**src/design/ipv4rx_pkg.sv**
```systemverilog
// ----------------------------------------------------------------------------
// ipv4rx_pkg
// Shared types and constants for the IPv4 receive header check.
// ----------------------------------------------------------------------------
package ipv4rx_pkg;

   localparam logic [15:0] HdrBytes = 16'd20;
   localparam logic [3:0]  IpVersion4 = 4'd4;

   localparam logic [2:0] StAccept   = 3'd0;
   localparam logic [2:0] StShort    = 3'd1;
   localparam logic [2:0] StVersion  = 3'd2;
   localparam logic [2:0] StLength   = 3'd3;
   localparam logic [2:0] StChecksum = 3'd4;
   localparam logic [2:0] StDest     = 3'd5;

   // one byte moving from the input register into the capture logic
   typedef struct packed {
      logic       valid;
      logic       last;
      logic [7:0] data;
   } step_type;

   // per-packet header state as it stands after the current byte
   typedef struct packed {
      logic [15:0] count;
      logic [15:0] sum;
      logic [3:0]  version;
      logic [15:0] length;
      logic [15:0] checksum;
      logic [7:0]  protocol;
      logic [31:0] source;
      logic [31:0] dest;
   } hdr_type;

endpackage

```
**src/design/ipv4rx_hdr_capture.sv**
```systemverilog
// ----------------------------------------------------------------------------
// ipv4rx_hdr_capture
// Counts packet bytes, captures the fixed header fields and keeps the
// one's-complement header sum. Presents the state as it stands after the
// current byte; clears after the last byte of a packet.
// ----------------------------------------------------------------------------
module ipv4rx_hdr_capture (
   input  logic               clock,
   input  logic               reset,
   input  ipv4rx_pkg::step_type step,
   output ipv4rx_pkg::hdr_type  hdr
);
   import ipv4rx_pkg::*;

   localparam logic [4:0] PosVersion = 5'd0;
   localparam logic [4:0] PosLenHi   = 5'd2;
   localparam logic [4:0] PosLenLo   = 5'd3;
   localparam logic [4:0] PosProto   = 5'd9;
   localparam logic [4:0] PosCsumHi  = 5'd10;
   localparam logic [4:0] PosCsumLo  = 5'd11;
   localparam logic [4:0] PosSrc     = 5'd12;
   localparam logic [4:0] PosSrcEnd  = 5'd15;
   localparam logic [4:0] PosDst     = 5'd16;
   localparam logic [4:0] PosDstEnd  = 5'd19;

   hdr_type    hdr_ff;
   hdr_type    hdr_in;
   logic [7:0] high_ff;
   logic [7:0] high_in;
   logic [4:0] pos;
   logic [15:0] word;

   function automatic logic [15:0] ones_add(input logic [15:0] a, input logic [15:0] b);
      logic [16:0] s;
      s = {1'b0, a} + {1'b0, b};
      return s[15:0] + {15'd0, s[16]};
   endfunction

   assign pos = hdr_ff.count[4:0];

   always_comb begin
      hdr_in  = hdr_ff;
      high_in = high_ff;
      word    = {high_ff, step.data};
      if (hdr_ff.count != 16'hFFFF) begin
         hdr_in.count = hdr_ff.count + 16'd1;
      end
      if (hdr_ff.count < HdrBytes) begin
         case (pos)
            PosVersion: hdr_in.version        = step.data[7:4];
            PosLenHi:   hdr_in.length[15:8]   = step.data;
            PosLenLo:   hdr_in.length[7:0]    = step.data;
            PosProto:   hdr_in.protocol       = step.data;
            PosCsumHi:  hdr_in.checksum[15:8] = step.data;
            PosCsumLo:  hdr_in.checksum[7:0]  = step.data;
            default: ;
         endcase
         if (pos inside {[PosSrc:PosSrcEnd]}) begin
            case (pos[1:0])
               2'd0:    hdr_in.source[31:24] = step.data;
               2'd1:    hdr_in.source[23:16] = step.data;
               2'd2:    hdr_in.source[15:8]  = step.data;
               default: hdr_in.source[7:0]   = step.data;
            endcase
         end
         if (pos inside {[PosDst:PosDstEnd]}) begin
            case (pos[1:0])
               2'd0:    hdr_in.dest[31:24] = step.data;
               2'd1:    hdr_in.dest[23:16] = step.data;
               2'd2:    hdr_in.dest[15:8]  = step.data;
               default: hdr_in.dest[7:0]   = step.data;
            endcase
         end
         if (!pos[0]) begin
            high_in = step.data;
         end else begin
            // checksum word counts as zero
            if (pos == PosCsumLo) begin
               word = 16'd0;
            end
            hdr_in.sum = ones_add(hdr_ff.sum, word);
         end
      end
   end

   assign hdr = hdr_in;

   always_ff @(posedge clock) begin
      if (reset) begin
         hdr_ff  <= '0;
         high_ff <= '0;
      end else if (step.valid) begin
         if (step.last) begin
            hdr_ff  <= '0;
            high_ff <= '0;
         end else begin
            hdr_ff  <= hdr_in;
            high_ff <= high_in;
         end
      end
   end

endmodule

```
**src/design/ipv4_rx_header_check.sv**
```systemverilog
// ----------------------------------------------------------------------------
// ipv4_rx_header_check
// A verdict appears on rsp_ once the last byte has passed from the input
// register to the result register.
// Throughput: one byte per cycle; a last byte waits only while the previous
// verdict is still held by rsp_stall. Synchronous reset clears the local
// address, the packet state and both valid flags.
// ----------------------------------------------------------------------------
module ipv4_rx_header_check (
   input  logic        clock,
   input  logic        reset,
   input  logic        csr_valid,
   output logic        csr_ready,
   input  logic [31:0] csr_local_ip,
   input  logic        req_valid,
   output logic        req_stall,
   input  logic [7:0]  req_data_byte,
   input  logic        req_last,
   output logic        rsp_valid,
   input  logic        rsp_stall,
   output logic [2:0]  rsp_status,
   output logic [7:0]  rsp_protocol,
   output logic [31:0] rsp_src_ip,
   output logic [15:0] rsp_payload_len,
   output logic [15:0] rsp_received_len
);
   import ipv4rx_pkg::*;

   logic [31:0] local_ip_ff;
   logic        in_valid_ff;
   logic        in_last_ff;
   logic [7:0]  in_data_ff;
   logic        advance;
   step_type    step;
   hdr_type     hdr;
   logic [2:0]  status_in;
   logic [15:0] payload_in;

   logic        rsp_valid_ff;
   logic [2:0]  status_ff;
   logic [7:0]  protocol_ff;
   logic [31:0] src_ff;
   logic [15:0] payload_ff;
   logic [15:0] received_ff;

   assign csr_ready = 1'b1;

   always_ff @(posedge clock) begin
      if (reset) begin
         local_ip_ff <= '0;
      end else if (csr_valid && csr_ready) begin
         local_ip_ff <= csr_local_ip;
      end
   end

   // a last byte moves on only when the result register is free or emptying
   assign advance   = in_valid_ff && (!in_last_ff || !rsp_valid_ff || !rsp_stall);
   assign req_stall = in_valid_ff && !advance;

   always_ff @(posedge clock) begin
      if (reset) begin
         in_valid_ff <= 1'b0;
      end else if (!req_stall) begin
         in_valid_ff <= req_valid;
      end
   end

   always_ff @(posedge clock) begin
      if (req_valid && !req_stall) begin
         in_data_ff <= req_data_byte;
         in_last_ff <= req_last;
      end
   end

   assign step.valid = advance;
   assign step.last  = in_last_ff;
   assign step.data  = in_data_ff;

   ipv4rx_hdr_capture u_capture (
      .clock (clock),
      .reset (reset),
      .step  (step),
      .hdr   (hdr)
   );

   always_comb begin
      payload_in = 16'd0;
      if (hdr.count < HdrBytes) begin
         status_in = StShort;
      end else if (hdr.version != IpVersion4) begin
         status_in = StVersion;
      end else if (hdr.length > hdr.count || hdr.length < HdrBytes) begin
         status_in = StLength;
      end else if (hdr.checksum != ~hdr.sum) begin
         status_in = StChecksum;
      end else if (hdr.dest != local_ip_ff) begin
         status_in = StDest;
      end else begin
         status_in  = StAccept;
         payload_in = hdr.length - HdrBytes;
      end
   end

   always_ff @(posedge clock) begin
      if (reset) begin
         rsp_valid_ff <= 1'b0;
      end else if (advance && in_last_ff) begin
         rsp_valid_ff <= 1'b1;
      end else if (!rsp_stall) begin
         rsp_valid_ff <= 1'b0;
      end
   end

   always_ff @(posedge clock) begin
      if (advance && in_last_ff) begin
         status_ff   <= status_in;
         protocol_ff <= hdr.protocol;
         src_ff      <= hdr.source;
         payload_ff  <= payload_in;
         received_ff <= hdr.count;
      end
   end

   assign rsp_valid        = rsp_valid_ff;
   assign rsp_status       = status_ff;
   assign rsp_protocol     = protocol_ff;
   assign rsp_src_ip       = src_ff;
   assign rsp_payload_len  = payload_ff;
   assign rsp_received_len = received_ff;

`ifndef SYNTH
   a_stall_cause: assert property (@(posedge clock) disable iff (reset)
      req_stall |-> (in_valid_ff && in_last_ff && rsp_valid_ff && rsp_stall))
      else $error("input stalled without a held verdict");

   a_status_range: assert property (@(posedge clock) disable iff (reset)
      rsp_valid |-> (rsp_status <= StDest))
      else $error("verdict code out of range");

   a_short_len: assert property (@(posedge clock) disable iff (reset)
      rsp_valid |-> ((rsp_status == StShort) == (rsp_received_len < HdrBytes)))
      else $error("short verdict disagrees with byte count");

   a_payload_fits: assert property (@(posedge clock) disable iff (reset)
      (rsp_valid && rsp_status == StAccept) |->
         ({1'b0, rsp_payload_len} + {1'b0, HdrBytes} <= {1'b0, rsp_received_len}))
      else $error("accepted payload longer than received bytes");

   a_payload_zero: assert property (@(posedge clock) disable iff (reset)
      (rsp_valid && rsp_status != StAccept) |-> (rsp_payload_len == 16'd0))
      else $error("payload length reported on a rejected packet");
`endif

endmodule
```
**config.mk**
```make
export PLATFORM = sky130hd
export DESIGN_NAME = ipv4_rx_header_check
export DESIGN_NICKNAME = d
export VERILOG_FILES = /design/src/design/ipv4rx_pkg.sv /design/src/design/ipv4rx_hdr_capture.sv /design/src/design/ipv4_rx_header_check.sv
export SDC_FILE = /design/constraint.sdc
export NUM_CORES = 1
export LEC_CHECK = 0
export ABC_AREA = 1
export ABC_CLOCK_PERIOD_IN_PS = 11800
export BUFFER_PORTS_ARGS = -buffer_cell sky130_fd_sc_hd__buf_2
export CAP_MARGIN = 20
export CORE_UTILIZATION = 50
export DETAILED_ROUTE_END_ITERATION = 8
export PLACE_DENSITY = 0.78
export SLEW_MARGIN = 15
export SYNTH_ARGS = -nofsm -noshare
export SYNTH_HDL_FRONTEND = slang
export SYNTH_HIERARCHICAL = 1
export SYNTH_SLANG_ARGS = --single-unit
```
**constraint.sdc**
```tcl
create_clock -name clock -period 11.8 [get_ports clock]
set_input_delay 1.18 -clock clock [delete_from_list [all_inputs] [get_ports clock]]
set_output_delay 1.18 -clock clock [all_outputs]
set_load 0.02 [all_outputs]
```
==> results of run 1 <==
## final cells by class
class                           count  area [sq um]
Fill cell                        2548         11900
Clock inverter                     12           141
Multi-Input combinational cell   1355          6700
Inverter                          258           970
Sequential cell                   266          6170
Tap cell                          378           473
Timing Repair Buffer              138           746
Clock buffer                       40           807
## synthesized netlist by cell type, types with 15 or more instances
cell / n / area [sq um]
nand2_1: 625 / 2350
ha_1: 41 / 513
dfxtp_1: 182 / 3640
nand3_1: 54 / 270
edfxtp_1: 84 / 2520
nand4_1: 18 / 113
o21ai_0: 93 / 465
xnor2_1: 21 / 184
inv_1: 248 / 931
nor2_1: 147 / 552
nor3_1: 15 / 75.1
a21oi_1: 218 / 1090
clkbuf_1: 63 / 236
xor2_1: 33 / 289
## stage by stage
stage | cells | power (uW)
floorplan | 1966 | 1070
global placement | 2394 | 1110
detailed placement | 2394 | 1110
CTS | 2446 | 2010
global route | 2447 | 2060
finish | 2447 | 2000
## power breakdown
part	switching, uW	internal (uW)	leakage (uW)
Clock	367	541	0.000470
Sequential	8.87	956	0.00234
Combinational	90.7	35.8	0.00444
## critical path, delay by kind of cell, from the launching register on
| family | cells | cell delay, ns |
|---|---|---|
| compound gates | 3 | 0.48 |
| xor+xnor | 1 | 0.17 |
| fa+ha+maj | 4 | 1.13 |
| buf+inv | 1 | 0.05 |
| flops | 1 | 0.53 |
| simple gates | 22 | 3.36 |
## cell families (layout without fill, tap and decap cells)
| group | Yosys count | in the layout |
|---|---|---|
| AND/OR/NAND/NOR | 907 | 907 |
| other | 1 | 1 |
| XOR/XNOR | 54 | 54 |
| buffers and inverters | 345 | 448 |
| adder cells (fa/ha/maj) | 42 | 42 |
| multiplexers | 9 | 9 |
| flip-flops | 266 | 266 |
| AO/OA/AOI/OAI | 342 | 342 |
## layer usage
layer	up-vias	global-route usage (%)	share of wire (%)
met3	66	2.75	6.0
met4	0	6.89	2.7
met2	443	42.9	48
met5	-	0	0
met1	5849	31.8	43
li1	6391	-	-
## sequential cells by signal (all words and copies together), names as in the netlist
name / cells
in_data_ff: 8
in_last_ff: 1
in_valid_ff: 1
local_ip_ff: 32
rsp_payload_len: 16
rsp_protocol: 8
rsp_received_len: 16
rsp_src_ip: 32
rsp_status: 3
rsp_valid: 1
u_capture/hdr_ff: 140
u_capture/high_ff: 8
## path summary, 6_finish.rpt
check / startpoint / to / slack (ns) / depth (start not counted)
hold reg to reg: u_capture/hdr_ff[12] / u_capture/hdr_ff[12] / 0.46 / 2
setup / recovery: u_capture/hdr_ff[124] / rsp_payload_len[0] / 5.92 / 31
hold / removal: u_capture/hdr_ff[12] / u_capture/hdr_ff[12] / 0.46 / 2
setup reg to reg: u_capture/hdr_ff[124] / rsp_payload_len[0] / 5.92 / 31
==> results.py, run 1 <==
metrics = {
    "run_status": {
        "status": "complete, no violations",
    },
    "sta": {
        "setup_viol": 0,
        "fmax_mhz": 170,
        "tightest_slew_ns": 1.15,
        "hold_viol": 0,
        "fin_skew_ns": 0.0243,
        "tns_ns": 0,
        "slew_headroom_pct": 23.5,
        "fin_crit_sh_pct": 49.8,
        "min_period_ns": 5.88,
        "drv_slew": 0,
        "hold-worst-slack_ns": 0.460,
        "rsz0062_at_grt": "false",
        "setup_ws_ns": 5.92,
    },
    "synthesis": {
        "synth_area_sq_um": 14200,
        "synth_xor_area_share_pct": 3.33,
        "synth-seq-cells": 266,
        "synth_top_family_by_area": "simple AND/OR/NAND/NOR gates",
        "synth-main-ff-cell": "dfxtp_1",
        "synthAdderAreaFrac_pct": 3.75,
        "synthSimpleGateAreaFrac_pct": 26.8,
        "yosys_warnings": 6,
        "syn_avg_cell_area_sq_um": 7.23,
        "synth_compound_area_share_pct": 12.5,
        "synth-async-reset-ratio_pct": 0,
        "synth.distinct_cells": 47,
        "synthCells": 1966,
        "ys_seq_area_share_pct": 43.4,
        "synthMuxAreaShare_pct": 0.704,
        "synth_edf_count": 84,
        "synth_fp_nets": 2054,
    },
    "global_route": {
        "grt_max_degree": 102,
        "grt_pass1_wl_um": 57600,
        "grt_pass1_vias": 11600,
        "grt_antenna_before_repair": 0,
        "grt_usage_pct": 24.5,
        "grt_overflow": 0,
    },
    "cts": {
        "clk_path_buf_depth": 3,
        "hold_buffers": 0,
        "insertion_delay_ns": 0.55,
        "cts_setup_buffers": 0,
        "ctsResizeCount": 0,
        "clock-root-buffer": "clkbuf_16",
        "cts_max_level": 1,
        "path_clk_slew_ns": 0.06,
        "cts_tree": "yes",
        "cts_buffers": 28,
        "cts.sinks": 266,
    },
    "die": {
        "dieArea_sq_um": 29100,
        "start_util_pct": 51.0,
        "row_count": 61,
        "dieHeight_um": 171,
        "coreArea_sq_um": 27900,
        "ios": 124,
        "fp.dieW_um": 171,
    },
    "power_and_ir_drop": {
        "power_leakage_uw": 0.00725,
        "p_per_area_nw_per_um2": 125,
        "peakVddDrop_uv": 99.4,
    },
    "critical_path": {
        "cp-start-kind": "flop",
        "slowest_stage": "nor2_2",
        "crit_arrival_ns": 6.25,
        "path_common_cell": "nand2_1",
        "cp_max_fo": 17,
        "worstSetupPathType": "flop to flop",
        "crit_path_max_incr_delay_ns": 0.62,
        "endpoint_kind": "flop",
        "cp.required_ns": 12.17,
    },
    "layout": {
        "drive_gt1_share_pct": 12.1,
        "final_util_pct": 57.4,
        "nNetsFinal": 2135,
        "final_cell_mix": "625 x nand2_1, 247 x inv_1, 218 x a21oi_1",
        "num_antenna_cells": 0,
        "area_delta_synth_final_pct": 12.6,
        "layout_commonest_cell": "nand2_1",
        "design_area_sq_um": 16000,
    },
    "placement": {
        "dpl_worst_slack_ns": 6.00,
        "dp_hpwl_um": 24600,
        "gp_congestion": 0.939,
        "dpl-instance-area_sq_um": 15000,
        "portBuffers": 122,
    },
    "drt": {
        "drtIter0Drc": 1108,
        "wl_per_cell_um": 14.7,
        "viasPerCell": 5.21,
        "drc": 0,
        "ant_nets": 0,
        "vias": 12700,
        "drt-pass1-iter-count": 6,
        "wl_um": 35900,
    },
    "min_path": {
        "hold_class": "flop to flop",
    },
    "flow_run": {
        "max_cap_violations": 0,
    },
}
Note: power is estimated with default switching activity, not from simulation.
==> inputs of run 2 (changes only) <==
--- a/config.mk
+++ b/config.mk
@@ -6,7 +6,7 @@
 export NUM_CORES = 1
 export LEC_CHECK = 0
 export ABC_AREA = 1
-export ABC_CLOCK_PERIOD_IN_PS = 11800
+export ABC_CLOCK_PERIOD_IN_PS = 5600
 export BUFFER_PORTS_ARGS = -buffer_cell sky130_fd_sc_hd__buf_2
 export CAP_MARGIN = 20
 export CORE_UTILIZATION = 50
==> constraint.sdc (replaced) <==
create_clock -name clock -period 5.6 [get_ports clock]
set_input_delay 0.56 -clock clock [delete_from_list [all_inputs] [get_ports clock]]
set_output_delay 0.56 -clock clock [all_outputs]
set_load 0.02 [all_outputs]
==> run 2 against run 1 <==
Against the previous run:
- sequential power rose by 110%
- worst hold slack got worse by 0.27 ns
- combinational power rose by 110%
- cell area rose by 0.76%
- clock power rose by 110%
- fmax rose by 16%
- register-to-register slack got worse by 5.4 ns
- cell count rose by 0.20%
- critical endpoint is now rsp_payload_len[1]
==> results.py, run 2 (synthesis gave the netlist of run 1 again) <==
metrics = {
    "run_status": {
        "status": "complete, no violations",
    },
    "global_route": {
        "grt_overflow": 0,
        "grt_pass1_wl_um": 56500,
        "grt_usage_pct": 24.2,
        "grt_pass1_vias": 11600,
        "grt_max_degree": 141,
        "grt_antenna_before_repair": 1,
    },
    "sta": {
        "fin_crit_sh_pct": 90.2,
        "min_period_ns": 5.05,
        "tns_ns": 0,
        "hold_viol": 0,
        "rsz0062_at_grt": "false",
        "fin_skew_ns": 0.00795,
        "fmax_mhz": 198,
        "setup_ws_ns": 0.547,
        "slew_headroom_pct": 38.2,
        "tightest_slew_ns": 0.927,
        "setup_viol": 0,
        "drv_slew": 0,
    },
    "die": {
        "start_util_pct": 51.0,
        "row_count": 61,
        "dieHeight_um": 171,
        "coreArea_sq_um": 27900,
        "fp.dieW_um": 171,
        "dieArea_sq_um": 29100,
        "ios": 124,
    },
    "cts": {
        "cts.sinks": 266,
        "cts_buffers": 28,
        "clk_path_buf_depth": 3,
        "clock-root-buffer": "clkbuf_16",
        "path_clk_slew_ns": 0.07,
        "insertion_delay_ns": 0.54,
        "cts_tree": "yes",
        "cts_max_level": 1,
    },
    "critical_path": {
        "cp-start-kind": "flop",
        "crit_path_max_incr_delay_ns": 0.43,
        "slowest_stage": "dfxtp_2",
        "worstSetupPathType": "flop to flop",
        "crit_arrival_ns": 5.41,
        "cp.required_ns": 5.96,
        "cp_max_fo": 17,
        "path_common_cell": "nand2_1",
        "endpoint_kind": "flop",
    },
    "layout": {
        "stdcell_count": 2452,
        "regMostFlops": "u_capture/hdr_ff",
        "drive_gt1_share_pct": 12.8,
        "final_util_pct": 57.9,
        "largest_reg_flops": 140,
        "final_cell_mix": "625 x nand2_1, 246 x inv_1, 218 x a21oi_1",
        "design_area_sq_um": 16100,
        "num_antenna_cells": 0,
        "nNetsFinal": 2140,
        "area_delta_synth_final_pct": 13.5,
        "layout_commonest_cell": "nand2_1",
        "fill_cells": 2487,
    },
    "placement": {
        "dp.cells": 2399,
        "gp_congestion": 0.923,
        "dpl_worst_slack_ns": 0.186,
        "portBuffers": 122,
        "dpl-instance-area_sq_um": 15100,
        "dp_hpwl_um": 24100,
    },
    "drt": {
        "drt-pass1-iter-count": 5,
        "wl_um": 35200,
        "drtIter0Drc": 1016,
        "wl_per_cell_um": 14.3,
        "vias": 12700,
        "drc": 0,
        "viasPerCell": 5.17,
        "ant_nets": 0,
    },
    "power_and_ir_drop": {
        "peakVddDrop_uv": 180,
        "combPwrFrac_pct": 6.2,
        "p_clk_share_pct": 45.9,
        "pwr-share-seq_pct": 47.9,
        "intPower_uw": 3280,
        "p_sw_share_pct": 22.7,
        "power_leakage_uw": 0.00728,
        "power_switching_uw": 963,
        "p_per_area_nw_per_um2": 263,
    },
    "flow_run": {
        "max_cap_violations": 0,
    },
    "min_path": {
        "hold_class": "primary input to flop",
    },
}
run 2: repair_timing:
action,in CTS,in global routing
hold buffers,0,0
endpoints found under the setup margin,0,18
buffers inserted,0,1
gates resized for setup,0,13
run 2: stage by stage:
stage | total power [uW] | hold WS (ns)
global placement | 2330 | 0.448
CTS | 4270 | 0.175
finish | 4250 | 0.190
detailed placement | 2340 | 0.452
floorplan | 2250 | 0.441
global route | 4390 | 0.176
run 2: critical path, delay by kind of cell, from the launching register on:
family	cells	cell delay (ns)
DFF	1	0.43
AOI/OAI and AO/OA	3	0.45
xor gates and xnor gates	1	0.16
buffers and inverters	3	0.42
adders and majority gates	4	0.98
and+or+nand+nor	22	2.42
run 2: layout make-up:
cell class | count | area, sq um | area share [%]
flip-flops and latches | 266 | 6170 | 38.3
multi-input cells | 1355 | 6720 | 41.7
well taps | 378 | 473 | 2.93
clock inverters | 9 | 130 | 0.807
inverters | 258 | 970 | 6.01
clock buffers | 43 | 860 | 5.33
repair buffers | 143 | 800 | 4.96
run 2: power groups by stage:
stage,Sequential [uW],Combinational (uW),Clock [uW]
after floorplan,2080,170,0
after global placement,2070,257,0
after detailed placement,2080,260,0
after CTS,2030,262,1980
after global routing,2040,291,2060
final,2030,263,1950
run 2: worst paths after layout:
check | from | to | slack [ns] | depth (start not counted)
setup / recovery | u_capture/hdr_ff[124] | rsp_payload_len[1] | 0.55 | 33
hold reg to reg | u_capture/hdr_ff[26] | u_capture/hdr_ff[26] | 0.46 | 2
hold / removal | req_last | in_last_ff | 0.19 | 1
setup reg to reg | u_capture/hdr_ff[124] | rsp_payload_len[1] | 0.55 | 33
run 2: metal layers:
layer / vias to the layer above / global-route usage [%] / part of all wire, %
li1: 6400 / - / -
met1: 5774 / 30.9 / 42
met2: 422 / 42.0 / 48
met3: 79 / 2.96 / 6.6
met4: 2 / 8.46 / 3.2
met5: - / 0 / 0.031
==> inputs of run 3 (changes only) <==
--- a/config.mk
+++ b/config.mk
@@ -15,5 +15,4 @@
 export SLEW_MARGIN = 15
 export SYNTH_ARGS = -nofsm -noshare
 export SYNTH_HDL_FRONTEND = slang
-export SYNTH_HIERARCHICAL = 1
 export SYNTH_SLANG_ARGS = --single-unit
==> run 3 against run 2 <==
Against the previous run:
- clock skew is 0.0052 ns higher
- non-clock buffer count up 3
- highest routed layer is now met4
- flip-flop and latch count did not move
- utilization about the same
- critical path type unchanged
- largest cell class unchanged
==> results.py, run 3 <==
metrics = {
    "critical_path": {
        "cp-start-kind": "flop",
        "cp.required_ns": 5.99,
        "cp_max_fo": 16,
        "endpoint_kind": "flop",
        "slowest_stage": "fa_1",
        "worstSetupPathType": "flop to flop",
        "crit_arrival_ns": 5.49,
        "crit_path_max_incr_delay_ns": 0.45,
    },
    "sta": {
        "min_period_ns": 5.11,
        "hold_viol": 0,
        "setup_viol": 0,
        "slew_headroom_pct": 24.6,
        "hold-worst-slack_ns": 0.191,
        "drv_slew": 0,
        "fin_skew_ns": 0.0131,
        "fmax_mhz": 196,
        "tns_ns": 0,
        "tightest_slew_ns": 1.13,
        "fin_crit_sh_pct": 91.2,
    },
    "cts": {
        "clock-root-buffer": "clkbuf_16",
        "cts_setup_buffers": 0,
        "cts_tree": "yes",
        "ctsResizeCount": 0,
        "clk_path_buf_depth": 3,
        "cts_max_level": 1,
        "path_clk_slew_ns": 0.07,
        "cts.sinks": 266,
        "insertion_delay_ns": 0.54,
        "hold_buffers": 0,
        "cts_buffers": 26,
    },
    "power_and_ir_drop": {
        "p_sw_share_pct": 24.3,
        "intPower_uw": 3080,
        "combPwrFrac_pct": 7.0,
        "peakVddDrop_uv": 180,
        "p_per_area_nw_per_um2": 250,
        "total_power_uw": 4070,
        "pwr-share-seq_pct": 50.0,
        "power_leakage_uw": 0.00707,
        "p_clk_share_pct": 43.0,
        "power_switching_uw": 988,
    },
    "synthesis": {
        "synthCells": 1978,
        "synth-seq-cells": 266,
        "synth-main-ff-cell": "dfxtp_1",
        "synth_edf_count": 84,
        "synth.distinct_cells": 50,
        "syn_avg_cell_area_sq_um": 7.29,
        "synth-async-reset-ratio_pct": 0,
        "synth_fp_nets": 2066,
        "synth.most_common_cell": "nand2_1",
        "yosys-top-cells-count": "616 x nand2_1, 201 x inv_1, 188 x a21oi_1",
        "yosys_warnings": 0,
        "ys_seq_area_share_pct": 42.7,
        "ys_top_cells_by_area": "dfxtp_1 25%, edfxtp_1 17%, nand2_1 16%, a21oi_1 6.5%, inv_1 5.2%",
        "synth_area_sq_um": 14400,
        "yosysTopAreaCell": "dfxtp_1",
        "yosysTopAreaCellShare_pct": 25.3,
    },
    "drt": {
        "drc": 0,
        "drt-pass1-iter-count": 6,
        "viasPerCell": 5.35,
        "drtIter0Drc": 1257,
        "ant_nets": 0,
        "vias": 13200,
        "wl_per_cell_um": 15.7,
        "wl_um": 38900,
    },
    "layout": {
        "area_delta_synth_final_pct": 12.7,
        "final_cell_mix": "615 x nand2_1, 200 x inv_1, 188 x a21oi_1",
        "regMostFlops": "u_capture.hdr_ff",
        "largest_reg_flops": 140,
        "layout_commonest_cell": "nand2_1",
        "drive_gt1_share_pct": 13.7,
        "nNetsFinal": 2160,
        "stdcell_count": 2470,
        "design_area_sq_um": 16300,
        "num_antenna_cells": 0,
    },
    "placement": {
        "portBuffers": 122,
        "dp.cells": 2420,
        "dp_hpwl_um": 27200,
        "gp_congestion": 0.968,
        "dpl-instance-area_sq_um": 15300,
    },
    "die": {
        "fp.dieW_um": 172,
        "ios": 124,
        "dieArea_sq_um": 29500,
        "row_count": 61,
        "dieHeight_um": 172,
        "coreArea_sq_um": 28100,
        "start_util_pct": 51.4,
    },
    "global_route": {
        "grt_pass1_vias": 11900,
        "grt_pass1_wl_um": 60700,
        "grt_overflow": 0,
        "grt_antenna_before_repair": 0,
        "grt_usage_pct": 26.0,
        "grt_max_degree": 91,
    },
    "min_path": {
        "hold_class": "primary input to flop",
    },
    "run_status": {
        "status": "complete, no violations",
    },
    "flow_run": {
        "max_cap_violations": 0,
    },
}
==> run 3: changes by cell type after synthesis, sizes merged, moves of 7 or more <==
cell,change
a21oi,-31
inv,-50
mux2,+16
mux2i,+7
nand2,-8
nand3,+58
nor2,+9
nor3,-9
o22ai,+7
or2,+21
xnor2,-18
xor2,+9
==> run 3: critical path: cells and delay by family (launching register included) <==
kind                       cells  cell delay (ns)
DFF                            1             0.40
adders and majority gates      4             1.18
AOI/OAI and AO/OA              2             0.24
and+or+nand+nor               25             2.90
buffers and inverters          2             0.23
==> run 3: path summary, 6_finish.rpt <==
kind	slack (ns)	to	start	cells past startpoint
worst max-delay path	0.49	rsp_payload_len[2]	u_capture.hdr_ff[127]	33
worst min-delay path	0.19	in_data_ff[0]	req_data_byte[0]	1
worst max register to register	0.49	rsp_payload_len[2]	u_capture.hdr_ff[127]	33
worst min register to register	0.46	u_capture.hdr_ff[46]	u_capture.hdr_ff[46]	2
==> run 3: power groups by stage <==
stage          registers (uW)  clock network (uW)  logic [uW]
6_report                 2040                1750         287
3_3_place_gp             2080                   0         277
3_5_place_dp             2080                   0         280
4_1_cts                  2030                1760         282
5_1_grt                  2040                1840         316
2_1_floorplan            2080                   0         175
==> run 3: cell families (layout without fill, tap and decap cells) <==
family                   Yosys count  in the layout  synth area share [%]
AND/OR/NAND/NOR                  982            983                  29.1
AO/OA/AOI/OAI                    316            316                  11.2
buffers and inverters            294            407                  8.05
flip-flops                       266            266                  42.7
XOR/XNOR                          45             45                  2.73
adder cells (fa/ha/maj)           42             42                  3.70
multiplexers                      32             32                  2.43
other                              1              1                0.0260
==> run 3: metrics by stage <==
stage          setup WS [ns]  utilization, %
5_1_grt              -0.0110            57.9
3_3_place_gp           0.397            54.6
2_1_floorplan          0.985               -
6_report               0.494            57.9
3_5_place_dp           0.149            54.6
4_1_cts                0.128            57.6
==> run 3: metal layers <==
metal | global-route usage (%) | share of wire (%) | routed length (um)
met5 | 0 | 0 | 0
met4 | 11.6 | 4.7 | 1820
met3 | 3.54 | 6.3 | 2440
met2 | 43.0 | 46 | 18000
met1 | 33.7 | 43 | 16600
==> run 3: cell type report <==
class	instances	area, sq um
clock inverter	15	140
clock buffer	33	707
multi-input combinational	1419	7150
inverter	213	805
sequential	266	6170
tap	378	473
fill	2602	11800
timing repair buffer	146	813
